`config.mk`:
```
export PLATFORM = sky130hd
export DESIGN_NAME = pdoq_depth
export DESIGN_NICKNAME = d
export VERILOG_FILES = /design/src/sv/pdoq_pkg.sv /design/src/sv/pdoq_depth.sv
export SDC_FILE = /design/constraint.sdc
export NUM_CORES = 2
export LEC_CHECK = 0
export BUFFER_PORTS_ARGS = -buffer_cell sky130_fd_sc_hd__buf_2
export CELL_PAD_IN_SITES_DETAIL_PLACEMENT = 0
export CELL_PAD_IN_SITES_GLOBAL_PLACEMENT = 1
export CORE_ASPECT_RATIO = 1.75
export CORE_UTILIZATION = 35
export CTS_BUF_LIST = sky130_fd_sc_hd__clkbuf_2
export DETAILED_ROUTE_END_ITERATION = 8
export PLACE_DENSITY = 0.69
export SKIP_LAST_GASP = 1
export SLEW_MARGIN = 20
export SYNTH_ARGS = -nofsm -noshare
export SYNTH_HDL_FRONTEND = slang
export SYNTH_SLANG_ARGS = --single-unit
```
`constraint.sdc`:
```
create_clock -name clk -period 6.1 [get_ports clk]
set_input_delay 0.61 -clock clk [delete_from_list [all_inputs] [get_ports clk]]
set_output_delay 0.61 -clock clk [all_outputs]
set_load 0.03 [all_outputs]
```
`src/sv/pdoq_pkg.sv`:
```
package pdoq_pkg;

  localparam int COORD_W = 5;
  localparam int HEIGHT_W = 16;
  localparam int COEF_W = 32;
  localparam int DEPTH_W = 48;
  localparam int STATUS_W = 2;
  localparam int CFG_IDX_W = 2;

  // register indexes
  localparam logic [CFG_IDX_W-1:0] CFG_DEPTH_X = 2'd0;
  localparam logic [CFG_IDX_W-1:0] CFG_DEPTH_Y = 2'd1;
  localparam logic [CFG_IDX_W-1:0] CFG_DEPTH_H = 2'd2;

  // request codes
  localparam logic REQ_INSERT = 1'b0;
  localparam logic REQ_POP = 1'b1;

  // result status codes
  localparam logic [STATUS_W-1:0] ST_INSERTED = 2'd0;
  localparam logic [STATUS_W-1:0] ST_POPPED = 2'd1;
  localparam logic [STATUS_W-1:0] ST_POP_EMPTY = 2'd2;
  localparam logic [STATUS_W-1:0] ST_DROP_FULL = 2'd3;

  typedef struct packed {
    logic [COEF_W-1:0] cx;
    logic [COEF_W-1:0] cy;
    logic [COEF_W-1:0] ch;
  } coef_t;

  typedef struct packed {
    logic [COORD_W-1:0] x;
    logic [COORD_W-1:0] y;
    logic [DEPTH_W-1:0] depth;
  } entry_t;

  typedef struct packed {
    logic insert;
    logic pop;
  } cell_ctl_t;

endpackage

```
`src/sv/pdoq_depth.sv`:
```
module pdoq_depth (
  input  logic                                clk,
  input  logic                                load_en,
  input  logic                                sum_en,
  input  pdoq_pkg::coef_t                     coef,
  input  logic [pdoq_pkg::COORD_W-1:0]        cell_x,
  input  logic [pdoq_pkg::COORD_W-1:0]        cell_y,
  input  logic [pdoq_pkg::HEIGHT_W-1:0]       height,
  output logic [pdoq_pkg::DEPTH_W-1:0]        depth
);

  localparam int PXY_W = pdoq_pkg::COEF_W + pdoq_pkg::COORD_W + 2;
  localparam int PH_W = pdoq_pkg::COEF_W + pdoq_pkg::HEIGHT_W;
  localparam int DW = pdoq_pkg::DEPTH_W;

  logic signed [PXY_W-1:0] prod_x_r, prod_x_nxt;
  logic signed [PXY_W-1:0] prod_y_r, prod_y_nxt;
  logic signed [PH_W-1:0]  prod_h_r, prod_h_nxt;
  logic [DW-1:0]           depth_r, depth_nxt;

  // 2x+1 is the cell centre at twice the scale
  always_comb begin
    prod_x_nxt = $signed(coef.cx) * $signed({1'b0, cell_x, 1'b1});
    prod_y_nxt = $signed(coef.cy) * $signed({1'b0, cell_y, 1'b1});
    prod_h_nxt = $signed(coef.ch) * $signed(height);
  end

  always_comb begin
    depth_nxt = {{(DW-PXY_W){prod_x_r[PXY_W-1]}}, prod_x_r}
              + {{(DW-PXY_W){prod_y_r[PXY_W-1]}}, prod_y_r}
              + DW'(prod_h_r);
  end

  always_ff @(posedge clk) begin
    if (load_en) begin
      prod_x_r <= prod_x_nxt;
      prod_y_r <= prod_y_nxt;
      prod_h_r <= prod_h_nxt;
    end
    if (sum_en) begin
      depth_r <= depth_nxt;
    end
  end

  assign depth = depth_r;

endmodule

```
==> run metrics <==
crit end category=flip-flop; post-synthesis xor/xnor area fraction=4.45%; share of layout cells above drive strength 1=14.0%; worst path required time=a little under 7 ns; Slowest-stage cell, CP=fa_1; flops & latches, synth=174; core box area=0.111 mm^2; final setup violation count=0; minimum clock period=5.95 ns; Worst Path Buf+Inv=6; Final Cycle Share=97.6%; Die Span X=255 um; gpl congestion=0.870; Post-Syn Area=roughly 0.04 mm^2; Area growth syn-to-layout=14.4%; vias in the first global route=roughly 32k; class of the tightest hold or removal check=input port to flip-flop; final wirelength=104,000 um; Tot GR Track Use=19.0%; CTS clk-pin slew, worst paths=approximately 0.25 ns; CTS sink count=174; Arr. time, crit path=6.60 ns; drc violations=0; CP most frequent cell=fa_1; commonest non-fill, non-tap cell in the layout=inv_1; multi-input logic area=approximately 0.031 mm^2; Top FF cell, synth=edfxtp_1; fmax=0.168 GHz; Clock Tree Root=clkbuf_2; Slew HR=41.6%; cell row count=~160; max incr delay on CP=around 0.54 ns; largest family of logic cells by synthesized area=adder cells; Yosys warnings=0; router iterations before antenna repair=5; Synth async-reset ratio=0%; most frequent cells in the layout=inv_1 (779), fa_1 (746), nand2_1 (501), and2_1 (372), buf_4 (371); CP Class=input port to flip-flop; Slew Viols, Final=0; FF+latch area=0.00523 mm^2; Max Clock Skew=0.108 ns; clk_lat worst skew=~0.9 ns; Synth Area in Compound Gates=about a tenth; TritonCTS clock tree=yes; full die area=roughly 0.11 mm^2; Synth Area in Adders=approximately 49%; Initial Utilization=35.3%; htree depth=4; Crit path max-delay family=adder cells; via count=29.1k; post-synthesis sequential area ratio=13.3%; GRT overflow=0; Post-synth EDFFs=174; first-pass GRT wire length=170,000 um; fin nets=5,811; average size of a mapped cell=9.54 um^2; setup TNS=0 ns; Iter 0 DRT Violations=1,051; mux cell area share after synthesis=0%; Fill cells=11.3k; Worst-Margin Slew=roughly 0.9 ns; syn_nets=5,355; clock buffer depth=3; chip height=446 um; endpoints failing hold=0; Top Ports=between 150 and 200; RSZ-0062 raised after global routing=true; antenna viol nets, final=0; Syn Inst Count=4,124; Avg WL per Cell=17.2 um; initial antenna violation count=9; post-synthesis simple-gate area fraction=14.5%; CP Max Fanout=10; Detailed Place HPWL=around 92,000 um; startpoint class of the critical path=input port; Buffers on Ports=between 150 and 200; status=completed; pin count of the biggest net entering global routing=just under 70; MaxCap Viol Count=0; CTS buffer count=25; Via density=4.80; synth unique cells=just over 80
[cells in the mapped netlist (51+ instances only)]
cell type	number	share of area [%]
inv_1	780	7.4
fa_1	750	38
nor2_1	123	1.2
a21o_1	109	2.1
xnor2_1	149	3.3
nand2_1	501	4.8
ha_1	356	11
o21ai_0	89	1.1
a21oi_1	171	2.2
clkbuf_1	117	1.1
edfxtp_1	174	13
xor2_1	51	1.1
and2_1	376	6.0
[per-layer routing]
metal | part of all wire, % | track usage [%] | vias up | wire length, um
li1 | - | - | 13800 | -
met1 | 38 | 20.7 | 14700 | 39500
met2 | 57 | 38.1 | 419 | 59600
met3 | 1.9 | 1.37 | 145 | 1950
met4 | 3.0 | 6.06 | 8 | 3100
met5 | 0.053 | 0 | - | 55
[metrics by stage]
step	instances	hold slack, ns	setup slack [ns]	utilization [%]	area, um^2
finish	6065	0.143	0.146	40.4	45000
detailed placement	6022	0.605	-0.856	40.0	44600
floorplan	4124	0.526	-0.200	-	39500
global placement	6022	0.600	-0.856	40.0	44600
global route	6062	0.0847	-0.0527	40.4	45000
CTS	6058	0.0386	0.00104	40.2	44800
[cell families after synthesis]
logic type,Yosys count
AOI/OAI and AO/OA,572
and+or+nand+nor,1170
xor gates and xnor gates,200
DFF,174
adders and majority gates,1106
buffers and inverters,902
[cell type report]
class | instances | share of cell area, %
Multi-Input combinational cell | 3048 | 68.7
Sequential cell | 174 | 11.6
Timing Repair Buffer | 550 | 8.70
Inverter | 781 | 6.51
Tap cell | 1476 | 4.10
Clock buffer | 27 | 0.300
Clock inverter | 5 | 0.0639
Antenna cell | 4 | 0.0222
[what timing repair did]
item / 4_1_cts / 5_1_grt
hold buffers: 2 / 0
pin swaps: 3 / 17
setup endpoints to repair: 8 / 18
endpoints found under the hold margin: 2 / 0
resized for setup: 4 / 58
buffers inserted: 2 / 3
[final timing paths]
check | from | endpoint | slack, ns | cells after the start
max | coef[8] | prod_h_r[29] | 0.15 | 25
min reg2reg | prod_h_r[0] | depth[0] | 0.58 | 1
min | coef[33] | prod_y_r[1] | 0.14 | 2
max reg2reg | prod_x_r[0] | depth[46] | 0.25 | 26
[state kept, by name, indices dropped and copies added, names as in the netlist]
signal,count
prod_x_r,39
prod_y_r,39
depth,48
prod_h_r,48
Power is left out: the tool's default activity adds up to more than one toggle a clock period on the data nets, which glitch-free logic cannot reach.
