[src/sv/pdoq_pkg.sv]
package pdoq_pkg;

  localparam int COORD_W = 5;
  localparam int HEIGHT_W = 16;
  localparam int COEF_W = 32;
  localparam int DEPTH_W = 48;
  localparam int STATUS_W = 2;
  localparam int CFG_IDX_W = 2;

  // register indexes
  localparam logic [CFG_IDX_W-1:0] CFG_DEPTH_X = 2'd0;
  localparam logic [CFG_IDX_W-1:0] CFG_DEPTH_Y = 2'd1;
  localparam logic [CFG_IDX_W-1:0] CFG_DEPTH_H = 2'd2;

  // request codes
  localparam logic REQ_INSERT = 1'b0;
  localparam logic REQ_POP = 1'b1;

  // result status codes
  localparam logic [STATUS_W-1:0] ST_INSERTED = 2'd0;
  localparam logic [STATUS_W-1:0] ST_POPPED = 2'd1;
  localparam logic [STATUS_W-1:0] ST_POP_EMPTY = 2'd2;
  localparam logic [STATUS_W-1:0] ST_DROP_FULL = 2'd3;

  typedef struct packed {
    logic [COEF_W-1:0] cx;
    logic [COEF_W-1:0] cy;
    logic [COEF_W-1:0] ch;
  } coef_t;

  typedef struct packed {
    logic [COORD_W-1:0] x;
    logic [COORD_W-1:0] y;
    logic [DEPTH_W-1:0] depth;
  } entry_t;

  typedef struct packed {
    logic insert;
    logic pop;
  } cell_ctl_t;

endpackage

[src/sv/pdoq_cell.sv]
module pdoq_cell #(
  parameter int RASTER_W = 11
) (
  input  logic                 clk,
  input  logic                 rst_n,
  input  pdoq_pkg::cell_ctl_t  ctl,
  input  pdoq_pkg::entry_t     new_ent,
  input  logic [RASTER_W-1:0]  new_ras,
  input  logic                 prev_flag,
  input  logic                 prev_valid,
  input  pdoq_pkg::entry_t     prev_ent,
  input  logic [RASTER_W-1:0]  prev_ras,
  input  logic                 next_valid,
  input  pdoq_pkg::entry_t     next_ent,
  input  logic [RASTER_W-1:0]  next_ras,
  output logic                 flag,
  output logic                 valid,
  output pdoq_pkg::entry_t     ent,
  output logic [RASTER_W-1:0]  ras
);

  logic                valid_r, valid_nxt;
  pdoq_pkg::entry_t    ent_r, ent_nxt;
  logic [RASTER_W-1:0] ras_r, ras_nxt;

  // new entry goes ahead of this slot: empty, deeper, or same depth and lower raster
  assign flag = !valid_r
             || ($signed(new_ent.depth) > $signed(ent_r.depth))
             || ((new_ent.depth == ent_r.depth) && (new_ras < ras_r));

  always_comb begin
    valid_nxt = valid_r;
    ent_nxt = ent_r;
    ras_nxt = ras_r;
    if (ctl.insert && flag) begin
      if (prev_flag) begin
        valid_nxt = prev_valid;
        ent_nxt = prev_ent;
        ras_nxt = prev_ras;
      end else begin
        valid_nxt = 1'b1;
        ent_nxt = new_ent;
        ras_nxt = new_ras;
      end
    end else if (ctl.pop) begin
      valid_nxt = next_valid;
      ent_nxt = next_ent;
      ras_nxt = next_ras;
    end
  end

  always_ff @(posedge clk) begin
    if (!rst_n) begin
      valid_r <= 1'b0;
    end else begin
      valid_r <= valid_nxt;
    end
  end

  always_ff @(posedge clk) begin
    ent_r <= ent_nxt;
    ras_r <= ras_nxt;
  end

  assign valid = valid_r;
  assign ent = ent_r;
  assign ras = ras_r;

endmodule

[config.mk]
export PLATFORM = sky130hd
export DESIGN_NAME = pdoq_cell
export DESIGN_NICKNAME = d
export VERILOG_FILES = /design/src/sv/pdoq_pkg.sv /design/src/sv/pdoq_cell.sv
export SDC_FILE = /design/constraint.sdc
export NUM_CORES = 1
export LEC_CHECK = 0
export BUFFER_PORTS_ARGS = -buffer_cell sky130_fd_sc_hd__clkbuf_2
export CAP_MARGIN = 20
export CORE_MARGIN = 4
export CORE_UTILIZATION = 40
export DETAILED_ROUTE_END_ITERATION = 8
export PLACE_DENSITY = 0.71
export SLEW_MARGIN = 10
export SYNTH_ARGS = -nofsm -noshare
export SYNTH_HDL_FRONTEND = slang
export SYNTH_SLANG_ARGS = --single-unit
[constraint.sdc]
create_clock -name clk -period 3.6 [get_ports clk]
set_input_delay 0.36 -clock clk [delete_from_list [all_inputs] [get_ports clk]]
set_output_delay 0.36 -clock clk [all_outputs]
set_load 0.01 [all_outputs]
==> run_results.csv <==
group,metric,value,unit
clock_network,cts_setup_buffers,0,
sta,finClkSkew,7.39,ps
critical_path,worstSetupStartpointType,"register",
critical_path,cp.arrival,2960,ps
die,dieArea,15900,µm²
die,rows,42,
clock_network,clock-root-buffer,"clkbuf_16",
clock_network,cts_tree,"done",
route,drc,0,
route,dr.pass1.iters,4,
job,drv_cap,0,
placed_design,place.gp.congestion,0.925,
die,chipHeight,126,µm
route,wl,15900,µm
placed_design,dp_slack,198,ps
sta,worst_hold_slack,295,ps
global_routing,grt_max_degree,70,
critical_path,cp.required,3240,ps
yosys,synthesis.nets,714,
clock_network,numCtsBuffers,9,
final_layout,drive_gt1_share,61.1,%
yosys,async_flop_share,0,%
power,seq_power_share,38.4,%
sta,setup_ws,279,ps
power,powerDensity,391,nW/µm²
sta,finalMaxSlewViolations,0,
route,via_per_inst,5.08,
power,ir_drop,199,µV
die,fp.coreArea,13500,µm²
global_routing,antenna_found_initial,0,
route,drt-initial-drc-count,132,
clock_network,cts_hold_buffers,0,
route,wire_per_inst,17.6,µm
power,p_leak,3.85,nW
die,fp.dieW,126,µm
placed_design,hpwl,13200,µm
sta,tns,0,ps
sta,fmax,0.301,GHz
critical_path,crit_top_cell,"nand4_1",
die,ioPinCount,285,
power,p_comb_share,35.1,%
clock_network,clk_pin_slew,50,ps
yosys,synth-edff-count,69,
critical_path,end_kind,"primary output",
critical_path,crit_chain,"inv_1 -> ha_1 -> nand4_1 -> nor4_2 -> nand4_1 -> a311oi_1 -> nor3_1 -> clkbuf_2",
yosys,synthCells,442,
global_routing,grt_first_pass_wirelength,24900,µm
yosys,yosys-top-cells-area,"edfxtp_1 (37%), mux2_4 (18%), mux2_2 (14%)",
power,p_clk_share,26.6,%
yosys,ys_types,40,
status,outcome,"finished clean",
sta,worstMarginPinSlew,825,ps
critical_path,crit_fanout,3,
critical_path,max_stage_delay,630,ps
clock_network,cts_max_level,3,
yosys,netlist_area,5590,µm²
clock_network,worstSkewPairLatency,330,ps
yosys,yosys_register_bits,70,
route,vias,4605,
yosys,synth_top_cell_area_share,37.1,%
sta,rsz0062_at_grt,"false",
yosys,synth_area_per_cell,12.6,µm²
power,p_sw,0.877,mW
power,p_int,2.04,mW
global_routing,grt-ovfl-total,0,
die,start_util,41.6,%
sta,finalSetupViolCount,0,
yosys,synth_ff_type,"edfxtp_1",
clock_network,postCtsResizedCells,0,
critical_path,worst-setup-path-type,"reg -> out",
clock_network,cts_sinks,70,
route,ant_nets,0,
sta,maxSlewHeadroom,45.0,%
clock_network,cts_max_path_buffers,2,
sta,period_share,92.2,%
final_layout,syn_to_final_growth,33.4,%
global_routing,grt_pass1_vias,4964,
hold_path,min_path_type,"in -> reg",
global_routing,grtUsageTotal,19.8,%
sta,period_minus_slack,3320,ps
sta,hold_violations,0,
critical_path,cp_slowest_cell,"a311oi_1",
yosys,yosys.area.top_type,"edfxtp_1",
yosys,yosysSeqAreaShare,37.4,%
yosys,ys_warn_count,0,
power,netSwitchingFraction,30.1,%
final_layout,nets,999,
final_layout,n_antenna_cell,0,
placed_design,port_buffers,284,
[layout make-up]
type	count	area (µm²)
Clock buffer	11	233
Clock inverter	3	13.8
Fill cell	1204	5990
Inverter	62	233
Multi-Input combinational cell	295	3160
Sequential cell	70	2090
Tap cell	176	220
Timing Repair Buffer	289	1510
[cell usage in the layout (no fill, tap or decap), types with 2 or more instances in the layout]
master / netlist / routed
clkbuf_2: 0 / 283
o211ai_1: 2 / 2
clkbuf_16: 0 / 9
nand2b_1: 2 / 2
buf_12: 0 / 4
mux2_2: 69 / 69
clkbuf_1: 8 / 2
inv_1: 62 / 62
nor2b_1: 2 / 2
edfxtp_1: 69 / 69
o21ai_0: 10 / 10
nand2_1: 16 / 16
nand3_1: 2 / 2
a2111oi_2: 2 / 2
a21oi_1: 24 / 24
clkinv_2: 0 / 2
a21o_1: 3 / 3
mux2_4: 68 / 68
a31oi_1: 2 / 2
nor2_1: 4 / 4
nand4_1: 11 / 11
ha_1: 58 / 58
[synthesized netlist by cell type (2+ instances only)]
library cell and n:
a2111oi_2 2, a21o_1 3, a21oi_1 24, a31oi_1 2, buf_6 7, clkbuf_1 8
edfxtp_1 69, ha_1 58, inv_1 62, mux2_2 69, mux2_4 68, nand2_1 16
nand2b_1 2, nand3_1 2, nand4_1 11, nor2_1 4, nor2b_1 2, o211ai_1 2
o21ai_0 10
[path summary, 6_finish.rpt]
| check | startpoint | endpoint | slack [ps] | cells past startpoint |
|---|---|---|---|---|
| worst max register to register | ent[30]$_DFFE_PP_ | ent[46]$_DFFE_PP_ | 310 | 10 |
| worst max-delay path | ent[30]$_DFFE_PP_ | flag | 280 | 8 |
| worst min-delay path | rst_n | valid$_SDFFE_PN0P_ | 290 | 3 |
| worst min register to register | valid$_SDFFE_PN0P_ | valid$_SDFFE_PN0P_ | 650 | 2 |
[stage by stage]
step / util (%) / std cells / cell area (µm²) / power [mW]
detailed placement: 53.6 / 892 / 7210 / 2.17
global placement: 53.6 / 892 / 7210 / 2.14
floorplan: - / 442 / 5590 / 1.78
CTS: 55.5 / 906 / 7460 / 2.97
global route: 55.5 / 906 / 7460 / 3.11
finish: 55.5 / 906 / 7460 / 2.92
[kinds of logic (layout without fill, tap and decap cells)]
kind of cell,Yosys count,in the layout,synth area share [%]
compound gates,54,54,6.20
fa+ha+maj,58,58,13.0
mux,138,138,32.3
buf+inv,77,365,6.11
flops,70,70,37.4
simple gates,45,45,4.95
[state kept, by name, indices dropped and copies added, names as in the netlist]
signal  cells
ent        58
ras        11
valid       1
[power by group through the flow]
stage / sequential, mW / combinational, mW / clock [mW]
global route: 1.13 / 1.13 / 0.841
global placement: 1.14 / 1.01 / 0
finish: 1.12 / 1.02 / 0.775
CTS: 1.12 / 1.04 / 0.803
floorplan: 1.18 / 0.596 / 0
detailed placement: 1.14 / 1.03 / 0
[layer usage]
metal,vias up,GRT usage (%),share of wire [%]
met5,-,0,0
li1,2212,-,-
met3,21,5.97,8.6
met2,201,35.5,51
met1,2171,22.1,39
met4,0,7.57,2.0
[critical path, delay by kind of cell, from the launching register on]
kind / cells / cell delay, ps
flip-flops: 1 / 350
buffers and inverters: 2 / 250
adder cells (fa/ha/maj): 1 / 300
AND/OR/NAND/NOR: 4 / 1100
AO/OA/AOI/OAI: 1 / 630
No activity file was read; power rests on OpenSTA's default activity.
